### config.mk
export PLATFORM = sky130hd
export DESIGN_NAME = first_fit_segment_allocator
export DESIGN_NICKNAME = d
export VERILOG_FILES = /design/src/hdl/ffsa_pkg.sv /design/src/hdl/ffsa_seg_ram.sv /design/src/hdl/first_fit_segment_allocator.sv
export SDC_FILE = /design/constraint.sdc
export NUM_CORES = 2
export LEC_CHECK = 0
export CAP_MARGIN = 20
export CORE_MARGIN = 4
export CORE_UTILIZATION = 35
export CTS_BUF_LIST = sky130_fd_sc_hd__clkbuf_4
export DETAILED_ROUTE_END_ITERATION = 7
export DONT_BUFFER_PORTS = 1
export GPL_ROUTABILITY_DRIVEN = 0
export PLACE_DENSITY_LB_ADDON = 0.12
export SLEW_MARGIN = 40
export SYNTH_ARGS = -nofsm -noshare
export SYNTH_HDL_FRONTEND = slang
export SYNTH_SLANG_ARGS = --single-unit
export TNS_END_PERCENT = 20
### constraint.sdc
create_clock -name clk_i -period 17.57 [get_ports clk_i]
set_clock_uncertainty 0.15 [all_clocks]
set_input_delay 1.757 -clock clk_i [delete_from_list [all_inputs] [get_ports clk_i]]
set_output_delay 1.757 -clock clk_i [all_outputs]
set_load 0.03 [all_outputs]
### src/hdl/ffsa_pkg.sv
package ffsa_pkg;

  // request operation codes
  localparam logic [1:0] FUNC_ALLOC = 2'd0;
  localparam logic [1:0] FUNC_FREE  = 2'd1;
  localparam logic [1:0] FUNC_PLACE = 2'd2;
  localparam logic [1:0] FUNC_NONE  = 2'd3;

  // result status codes
  localparam logic [1:0] STAT_OK    = 2'd0;
  localparam logic [1:0] STAT_NOFIT = 2'd1;
  localparam logic [1:0] STAT_FULL  = 2'd2;

  // register indexes
  localparam logic CFG_POOL_BASE   = 1'b0;
  localparam logic CFG_POOL_LENGTH = 1'b1;

  localparam logic [31:0] POOL_RST = 32'h0010_0000;

  // one table entry
  typedef struct packed {
    logic [31:0] start;
    logic [31:0] len;
    logic        used;
  } seg_t;

  typedef enum logic [3:0] {
    S_IDLE,
    S_SCAN,
    S_PLAN,
    S_BUILD,
    S_SHIFT,
    S_PIECE,
    S_MERGE,
    S_FLUSH,
    S_DONE
  } state_e;

endpackage

### src/hdl/ffsa_seg_ram.sv
module ffsa_seg_ram #(
  parameter int unsigned DEPTH = 16,
  localparam int unsigned AW = $clog2(DEPTH)
) (
  input  logic           clk_i,
  input  logic           we_i,
  input  logic [AW-1:0]  waddr_i,
  input  ffsa_pkg::seg_t wdata_i,
  input  logic [AW-1:0]  raddr_i,
  output ffsa_pkg::seg_t rdata_o
);
  import ffsa_pkg::*;

  seg_t mem_q [DEPTH];
  seg_t rdata_q;

  // single write port
  always_ff @(posedge clk_i) begin
    if (we_i) begin
      mem_q[waddr_i] <= wdata_i;
    end
  end

  // registered read port
  always_ff @(posedge clk_i) begin
    rdata_q <= mem_q[raddr_i];
  end

  assign rdata_o = rdata_q;

endmodule

### src/hdl/first_fit_segment_allocator.sv
// a request is served by a scan pass and a merge pass over the table, plus an entry shift
// on a split; a free needs no shift
// one request at a time; the next can be taken while the result is offered
// reset or a register write rebuilds the table with one free segment;
// that entry is written before the first request is taken
module first_fit_segment_allocator #(
  parameter int unsigned MAX_SEGMENTS = 16,
  parameter int unsigned HEADER_BYTES = 12
) (
  input  logic        clk_i,
  input  logic        rst_ni,
  input  logic        cfg_we_i,
  input  logic        cfg_index_i,
  input  logic [31:0] cfg_wdata_i,
  input  logic        in_valid_i,
  output logic        in_ready_o,
  input  logic [1:0]  func_i,
  input  logic [31:0] req_size_i,
  input  logic [31:0] req_address_i,
  output logic        out_valid_o,
  input  logic        out_ready_i,
  output logic [1:0]  status_o,
  output logic [31:0] grant_address_o,
  output logic [31:0] free_bytes_o
);
  import ffsa_pkg::*;

  localparam int unsigned IW = $clog2(MAX_SEGMENTS);
  localparam int unsigned CW = $clog2(MAX_SEGMENTS + 1);
  localparam logic [31:0] HDR = 32'(HEADER_BYTES);
  localparam logic [CW-1:0] MAXC = CW'(MAX_SEGMENTS);

  state_e state_q, state_d;
  logic init_q, init_d;
  logic [31:0] base_q, base_d, plen_q, plen_d;
  logic [CW-1:0] count_q, count_d;
  logic [1:0] func_q, func_d;
  logic [31:0] size_q, size_d, addr_q, addr_d;
  logic [CW-1:0] rp_q, rp_d, ri_q, ri_d;
  logic rv_q, rv_d;
  logic hit_q, hit_d, ex_q, ex_d, found_q, found_d;
  logic [CW-1:0] hidx_q, hidx_d, eidx_q, eidx_d, sidx_q, sidx_d;
  seg_t hseg_q, hseg_d, eseg_q, eseg_d, sseg_q, sseg_d;
  logic [31:0] diff_q, diff_d;
  seg_t pc0_q, pc0_d, pc1_q, pc1_d, pc2_q, pc2_d;
  logic [1:0] npc_q, npc_d, pk_q, pk_d;
  logic [1:0] st_q, st_d;
  logic [31:0] grant_q, grant_d;
  logic merge_q, merge_d;
  logic [CW-1:0] w_q, w_d;
  seg_t pend_q, pend_d;
  logic pv_q, pv_d;
  logic [31:0] sum_q, sum_d;
  logic out_valid_q, out_valid_d;
  logic [1:0] status_q, status_d;
  logic [31:0] gout_q, gout_d, free_q, free_d;

  logic ram_we;
  logic [CW-1:0] wa_full;
  seg_t ram_wd, ram_rd;

  // segment table
  ffsa_seg_ram #(.DEPTH(MAX_SEGMENTS)) u_ram (
    .clk_i   (clk_i),
    .we_i    (ram_we),
    .waddr_i (wa_full[IW-1:0]),
    .wdata_i (ram_wd),
    .raddr_i (rp_q[IW-1:0]),
    .rdata_o (ram_rd)
  );

  // scan compares on the entry just read
  logic [31:0] off_w;
  logic fit_place, stop;
  always_comb begin
    off_w = addr_q - ram_rd.start - HDR;
    fit_place = !ram_rd.used && (off_w <= ram_rd.len)
                && (({1'b0, off_w} + {1'b0, size_q}) <= {1'b0, ram_rd.len});
    stop = (func_q == FUNC_ALLOC) ? ex_q : ((func_q == FUNC_NONE) || hit_q);
  end

  // piece planning for the chosen segment
  logic [31:0] tail, inlen, len0;
  logic split, pre, suf, small_gap, room;
  logic [1:0] need2;
  always_comb begin
    tail  = sseg_q.len - diff_q - size_q;
    split = (diff_q > HDR) && (count_q < MAXC);
    pre   = diff_q != '0;
    suf   = tail > HDR;
    inlen = suf ? size_q : size_q + tail;
    need2 = {1'b0, pre} + {1'b0, suf};
    small_gap = pre && (diff_q < HDR);
    room  = ({1'b0, count_q} + (CW+1)'(need2)) <= {1'b0, MAXC};
    len0  = (plen_q >= HDR) ? plen_q - HDR : '0;
  end

  // saturating accumulators for merge and free bytes
  logic [33:0] mlen;
  logic [32:0] sadd;
  logic [31:0] sum_nx;
  always_comb begin
    mlen = {2'b0, pend_q.len} + {2'b0, HDR} + {2'b0, ram_rd.len};
    sadd = {1'b0, sum_q} + {1'b0, pend_q.len};
    if (pend_q.used) begin
      sum_nx = sum_q;
    end else begin
      sum_nx = sadd[32] ? '1 : sadd[31:0];
    end
  end

  // sequencer
  always_comb begin
    state_d = state_q;   init_d = init_q;   base_d = base_q;   plen_d = plen_q;
    count_d = count_q;   func_d = func_q;   size_d = size_q;   addr_d = addr_q;
    rp_d = rp_q;         ri_d = rp_q;       rv_d = 1'b0;
    hit_d = hit_q;       hidx_d = hidx_q;   hseg_d = hseg_q;
    ex_d = ex_q;         eidx_d = eidx_q;   eseg_d = eseg_q;
    found_d = found_q;   sidx_d = sidx_q;   sseg_d = sseg_q;   diff_d = diff_q;
    pc0_d = pc0_q;       pc1_d = pc1_q;     pc2_d = pc2_q;     npc_d = npc_q;
    pk_d = pk_q;         st_d = st_q;       grant_d = grant_q; merge_d = merge_q;
    w_d = w_q;           pend_d = pend_q;   pv_d = pv_q;       sum_d = sum_q;
    out_valid_d = out_valid_q && !out_ready_i;
    status_d = status_q; gout_d = gout_q;   free_d = free_q;
    ram_we = 1'b0;       wa_full = '0;      ram_wd = pend_q;
    in_ready_o = (state_q == S_IDLE) && !init_q;

    case (state_q)
      S_IDLE: begin
        if (init_q && !cfg_we_i) begin
          ram_we = 1'b1;
          ram_wd = '{start: base_q, len: len0, used: 1'b0};
          init_d = 1'b0;
        end else if (in_valid_i && in_ready_o) begin
          func_d = func_i;
          size_d = req_size_i;
          addr_d = req_address_i;
          hit_d = 1'b0;
          ex_d = 1'b0;
          rp_d = '0;
          state_d = S_SCAN;
        end
      end
      S_SCAN: begin
        if (!stop && rp_q < count_q) begin
          rv_d = 1'b1;
          rp_d = rp_q + 1'b1;
        end
        if (rv_q && !stop) begin
          case (func_q)
            FUNC_ALLOC: begin
              if (!ram_rd.used && ram_rd.len == size_q) begin
                ex_d = 1'b1; eidx_d = ri_q; eseg_d = ram_rd;
              end
              if (!ram_rd.used && ram_rd.len >= size_q && !hit_q) begin
                hit_d = 1'b1; hidx_d = ri_q; hseg_d = ram_rd;
              end
            end
            FUNC_FREE: begin
              if (ram_rd.used && (ram_rd.start + HDR == addr_q) && addr_q != '0) begin
                hit_d = 1'b1; hidx_d = ri_q; hseg_d = ram_rd;
              end
            end
            FUNC_PLACE: begin
              if (fit_place) begin
                hit_d = 1'b1; hidx_d = ri_q; hseg_d = ram_rd;
              end
            end
            default: ;
          endcase
        end
        if (!rv_q && (stop || rp_q >= count_q)) begin
          state_d = S_PLAN;
        end
      end
      S_PLAN: begin
        // exact fit wins over first fit
        if (func_q == FUNC_ALLOC && ex_q) begin
          sseg_d = eseg_q; sidx_d = eidx_q;
        end else begin
          sseg_d = hseg_q; sidx_d = hidx_q;
        end
        found_d = hit_q || (func_q == FUNC_ALLOC && ex_q);
        if (func_q == FUNC_ALLOC) begin
          diff_d = ((ex_q) ? eseg_q.len : hseg_q.len) - size_q;
        end else begin
          diff_d = addr_q - hseg_q.start - HDR;
        end
        state_d = S_BUILD;
      end
      S_BUILD: begin
        npc_d = 2'd0; st_d = STAT_NOFIT; grant_d = '0; merge_d = 1'b0;
        case (func_q)
          FUNC_ALLOC: begin
            if (found_q) begin
              pc0_d = '{start: sseg_q.start, len: split ? size_q : sseg_q.len, used: 1'b1};
              pc1_d = '{start: sseg_q.start + HDR + size_q, len: diff_q - HDR, used: 1'b0};
              npc_d = split ? 2'd2 : 2'd1;
              st_d = STAT_OK;
              grant_d = sseg_q.start + HDR;
            end
          end
          FUNC_FREE: begin
            merge_d = 1'b1;
            if (found_q) begin
              pc0_d = '{start: sseg_q.start, len: sseg_q.len, used: 1'b0};
              npc_d = 2'd1;
              st_d = STAT_OK;
            end
          end
          FUNC_PLACE: begin
            if (found_q && !small_gap) begin
              if (!room) begin
                st_d = STAT_FULL;
              end else begin
                st_d = STAT_OK;
                grant_d = addr_q;
                merge_d = 1'b1;
                npc_d = 2'd1 + need2;
                if (pre) begin
                  pc0_d = '{start: sseg_q.start, len: diff_q - HDR, used: 1'b0};
                  pc1_d = '{start: addr_q - HDR, len: inlen, used: 1'b1};
                  pc2_d = '{start: addr_q + size_q, len: tail - HDR, used: 1'b0};
                end else begin
                  pc0_d = '{start: sseg_q.start, len: inlen, used: 1'b1};
                  pc1_d = '{start: addr_q + size_q, len: tail - HDR, used: 1'b0};
                end
              end
            end
          end
          default: ;
        endcase
        state_d = S_PIECE;
        pk_d = '0;
        rp_d = count_q - 1'b1;
        if (npc_d == 2'd0) begin
          rp_d = '0; w_d = '0; pv_d = 1'b0; sum_d = '0;
          state_d = S_MERGE;
        end else if (npc_d > 2'd1 && (count_q - 1'b1) > sidx_q) begin
          state_d = S_SHIFT;
        end
      end
      S_SHIFT: begin
        // move the entries above the chosen one up, top first
        if (rp_q > sidx_q) begin
          rv_d = 1'b1;
          rp_d = rp_q - 1'b1;
        end
        if (rv_q) begin
          ram_we = 1'b1;
          ram_wd = ram_rd;
          wa_full = ri_q + CW'(npc_q - 2'd1);
        end
        if (!rv_q && rp_q <= sidx_q) begin
          pk_d = '0;
          state_d = S_PIECE;
        end
      end
      S_PIECE: begin
        ram_we = 1'b1;
        wa_full = sidx_q + CW'(pk_q);
        case (pk_q)
          2'd0:    ram_wd = pc0_q;
          2'd1:    ram_wd = pc1_q;
          default: ram_wd = pc2_q;
        endcase
        pk_d = pk_q + 2'd1;
        if (pk_q == npc_q - 2'd1) begin
          count_d = count_q + CW'(npc_q - 2'd1);
          rp_d = '0; w_d = '0; pv_d = 1'b0; sum_d = '0;
          state_d = S_MERGE;
        end
      end
      S_MERGE: begin
        // compact pass: merge free runs after a free or a place, and sum free bytes
        if (rp_q < count_q) begin
          rv_d = 1'b1;
          rp_d = rp_q + 1'b1;
        end
        if (rv_q) begin
          if (pv_q && merge_q && !ram_rd.used && !pend_q.used) begin
            pend_d.len = (mlen[33:32] != 2'b00) ? '1 : mlen[31:0];
          end else begin
            if (pv_q) begin
              ram_we = 1'b1;
              wa_full = w_q;
              w_d = w_q + 1'b1;
              sum_d = sum_nx;
            end
            pend_d = ram_rd;
            pv_d = 1'b1;
          end
        end
        if (!rv_q && rp_q >= count_q) begin
          state_d = S_FLUSH;
        end
      end
      S_FLUSH: begin
        ram_we = 1'b1;
        wa_full = w_q;
        sum_d = sum_nx;
        count_d = w_q + 1'b1;
        state_d = S_DONE;
      end
      S_DONE: begin
        if (!out_valid_q || out_ready_i) begin
          out_valid_d = 1'b1;
          status_d = st_q;
          gout_d = grant_q;
          free_d = sum_q;
          state_d = S_IDLE;
        end
      end
      default: state_d = S_IDLE;
    endcase

    // register writes rebuild the table
    if (cfg_we_i) begin
      if (cfg_index_i == CFG_POOL_BASE) begin
        base_d = cfg_wdata_i;
      end else begin
        plen_d = cfg_wdata_i;
      end
      count_d = CW'(1);
      init_d = 1'b1;
    end
  end

  // control state
  always_ff @(posedge clk_i or negedge rst_ni) begin
    if (!rst_ni) begin
      state_q <= S_IDLE;
      init_q <= 1'b1;
      base_q <= POOL_RST;
      plen_q <= POOL_RST;
      count_q <= CW'(1);
      rp_q <= '0;
      rv_q <= 1'b0;
      hit_q <= 1'b0;
      ex_q <= 1'b0;
      found_q <= 1'b0;
      npc_q <= '0;
      pk_q <= '0;
      w_q <= '0;
      pv_q <= 1'b0;
      out_valid_q <= 1'b0;
    end else begin
      state_q <= state_d;
      init_q <= init_d;
      base_q <= base_d;
      plen_q <= plen_d;
      count_q <= count_d;
      rp_q <= rp_d;
      rv_q <= rv_d;
      hit_q <= hit_d;
      ex_q <= ex_d;
      found_q <= found_d;
      npc_q <= npc_d;
      pk_q <= pk_d;
      w_q <= w_d;
      pv_q <= pv_d;
      out_valid_q <= out_valid_d;
    end
  end

  // payload registers
  always_ff @(posedge clk_i) begin
    func_q <= func_d;
    size_q <= size_d;
    addr_q <= addr_d;
    ri_q <= ri_d;
    hidx_q <= hidx_d;
    hseg_q <= hseg_d;
    eidx_q <= eidx_d;
    eseg_q <= eseg_d;
    sidx_q <= sidx_d;
    sseg_q <= sseg_d;
    diff_q <= diff_d;
    pc0_q <= pc0_d;
    pc1_q <= pc1_d;
    pc2_q <= pc2_d;
    st_q <= st_d;
    grant_q <= grant_d;
    merge_q <= merge_d;
    pend_q <= pend_d;
    sum_q <= sum_d;
    status_q <= status_d;
    gout_q <= gout_d;
    free_q <= free_d;
  end

  assign out_valid_o = out_valid_q;
  assign status_o = status_q;
  assign grant_address_o = gout_q;
  assign free_bytes_o = free_q;

endmodule

==> flow_summary.toml <==
[layout]
finish.utilization_pct = 40.03
postLayoutCellArea_um2 = 111100
drive_above_1_share_pct = 21.58
area_delta_synth_final_pct = 13.44
final_nets = 8420

[yosys]
synth-xor-area-share_pct = 3.846
synth_fa_ha_area_share_pct = 7.961
synth_ff_type = "edfxtp_1"
synthesis.nets = 7941
synth_edf_count = 1737
synth_seq_cells = 1901
syn-cell-area_um2 = 97920
synth_compound_area_share_pct = 11.65
synth_simple_gate_area_share_pct = 6.953
yosys.area.top_type = "edfxtp_1"
synthCells = 7241
yosysTopAreaCellShare_pct = 53.27
synth_top_family_by_area = "compound AO/OA/AOI/OAI gates"
async_flop_share_pct = 4.945
ys_types = 89
yosys_warnings = 0
synth_area_per_cell_um2 = 13.52
synth.area.top_cells = "edfxtp_1 53%, mux4_2 7.5%, ha_1 7.0%, xnor2_1 2.7%, dfrtp_1 2.3%"
muxShareOfSynthArea_pct = 9.783
seq_area_frac_synth_pct = 57.11

[timing]
rsz0062_at_grt = "false"
slew_headroom_pct = 28.94
fin_crit_sh_pct = 55.68
fin_crit_ns = 9.782
finalHoldViolCount = 0
clock.fmax_mhz = 102.2
tightest_slew_ns = 1.055
finalMaxSlewViolations = 0
setup_viol = 0
tns_ns = 0

[detailed_routing]
ant_nets = 0
wl_per_cell_um = 30.63
vias = 67970
drt-total-wl_um = 364200
drcViolationCount = 0
drt_first_pass_iters = 5
via_per_inst = 5.717
drtIter0Drc = 6905

[status]
outcome = "finished, final reports clean"

[clock_tree]
cts-buffers-inserted = 545
cts_tree = "done"
clock_sinks = 1901
post-cts-setup-buffer-count = 0
cts-resized-gates = 0
cts_hold_buf = 2
root_buffer = "clkbuf_4"
clk_latency_ns = 1.52
cts_max_path_buffers = 4
h-tree-depth = 6
path_clk_slew_ns = 0.07

[pwr]
ir_drop_mv = 0.1080
power_density_nw_per_um2 = 195.5
switching_power_w = 0.009196
combPwrFrac_pct = 49.6
power.total_w = 0.02172
p_leak_nw = 40.28
pwr-share-clk_pct = 19.8
swShare_pct = 42.35
p_seq_share_pct = 30.6
p_int_w = 0.01252

[global_route]
grt_max_degree = 95
antenna_found_initial = 74
globalRouteOverflowTotal = 0
grt_pass1_vias = 66850
grt_use_total_pct = 24.65
grt_pass1_wl_um = 507500

[floorplanning]
die_w_um = 536.9
start_util_pct = 35.29
die_y_um = 536.9
coreArea_um2 = 277500
dieArea_um2 = 288300
rows = 193
ios = 172

[critical_path]
r2r_slack_ns = 7.79
timing.critical_path.buf_inv = 6
worst-path-max-fanout = 35
crit_path_top_delay_cell = "a211oi_1"
start_kind = "flip-flop"
endpoint_kind = "flip-flop"
slowest_delay_ns = 0.66
critPathArrivalTime_ns = 10.72
cp_top_family = "compound AO/OA/AOI/OAI gates"
worstPathRequired_ns = 18.51
path_class = "reg2reg"

[placement]
port_buffers = 0
dp_hpwl_um = 251100
place_area_um2 = 103700

[job]
maxCapViolations = 0

[min_path]
worstHoldPathType = "in2reg"
Yosys cell counts (53+ instances only):
| cell type | n |
|---|---|
| xnor2_1 | 306 |
| o21ai_0 | 372 |
| nand2b_1 | 60 |
| nand2_1 | 362 |
| dfxtp_1 | 70 |
| inv_1 | 415 |
| nor3_1 | 112 |
| nor2b_1 | 72 |
| o211ai_1 | 53 |
| edfxtp_1 | 1737 |
| nand3_1 | 129 |
| mux4_2 | 325 |
| a221o_1 | 53 |
| ha_1 | 551 |
| clkbuf_1 | 234 |
| nand4_1 | 59 |
| and3_1 | 62 |
| nor2_1 | 311 |
| o21a_1 | 61 |
| xor2_1 | 124 |
| a21oi_1 | 433 |
| dfrtp_1 | 90 |
| mux2_2 | 166 |
| a21o_1 | 173 |
final timing paths:
check | to | cells past startpoint | start
min | size_q[25] | 0 | req_size_i[25]
min reg2reg | eidx_q[4] | 0 | ri_q[4]
max reg2reg | sum_q[5] | 31 | size_q[0]
min in group asynchronous | base_q[26] | 2 | rst_ni
max | sum_q[5] | 31 | size_q[0]
max in group asynchronous | ri_d[1] | 2 | rst_ni
power groups by stage:
stage | registers [W] | clock network (W) | logic (W)
floorplan | 0.00656 | 0 | 0.00712
global placement | 0.00673 | 0 | 0.0105
detailed placement | 0.00673 | 0 | 0.0106
CTS | 0.00664 | 0.00443 | 0.0107
global route | 0.00668 | 0.00469 | 0.0117
finish | 0.00665 | 0.00429 | 0.0108
metrics by stage:
| step | hold slack, ns | cells | setup WS [ns] |
|---|---|---|---|
| floorplan | 0.2503 | 7241 | 5.142 |
| global placement | 0.2548 | 10870 | 8.257 |
| detailed placement | 0.2554 | 10870 | 8.072 |
| CTS | 0.01007 | 11840 | 7.945 |
| global route | 0.03486 | 11850 | 7.336 |
| finish | 0.1805 | 11890 | 7.788 |
logic make-up (layout without fill, tap and decap cells):
kind of cell	after synthesis	in the layout
flops	1901	1901
compound gates	1705	1705
simple gates	1382	1382
buf+inv	697	1592
fa+ha+maj	596	596
mux	530	530
xor+xnor	430	430
other cells	0	47
registers in the layout, indices dropped and copies added, names as in the netlist, 64 cells and up:
register and flops:
u_ram.mem_q 1040, pc0_q 65, pc1_q 65, pend_q 65
u_ram.rdata_o 65, eseg_q 64, hseg_q 64, pc2_q 64
sseg_q 64
layout make-up:
class                           instances  area [um2]
Multi-Input combinational cell       4643       39900
Clock buffer                          818        6141
Tap cell                             3705        4636
Fill cell                           26210      166400
Timing Repair Buffer                  212        1803
Antenna cell                           47       117.6
Sequential cell                      1901       55930
Clock inverter                        145       979.7
Inverter                              417        1572
routing by layer:
layer  global-route usage [%]  part of all wire (%)  wire [um]
met5                        0                 0.082        297
met4                    9.026                   3.9      14040
met3                    6.161                   8.3      30090
met2                    38.68                    46     166000
met1                    33.08                    42     153700
worst reg2reg max path, delay by kind of cell (launching register included):
kind	cells	cell delay [ns]
xor gates and xnor gates	1	0.28
adders and majority gates	6	2.23
and+or+nand+nor	10	2.34
AOI/OAI and AO/OA	8	2.48
DFF	1	0.32
buffers and inverters	6	1.55
cells in the final DEF, fill, tap and decap left out, types with 69 or more instances in the layout:
cell	Yosys	layout
a21o_1	173	173
buf_4	0	179
xor2_1	124	124
dfrtp_1	90	87
clkbuf_4	0	818
dfxtp_1	70	69
ha_1	551	547
nand3_1	129	128
mux4_2	325	325
clkinv_1	2	85
inv_1	415	412
nor2_1	311	288
mux2_2	166	166
nor2b_1	72	71
nand2_1	362	357
a21oi_1	433	411
edfxtp_1	1737	1737
o21ai_0	372	344
xnor2_1	306	305
nor3_1	112	105
Note: power is estimated with default switching activity, not from simulation.
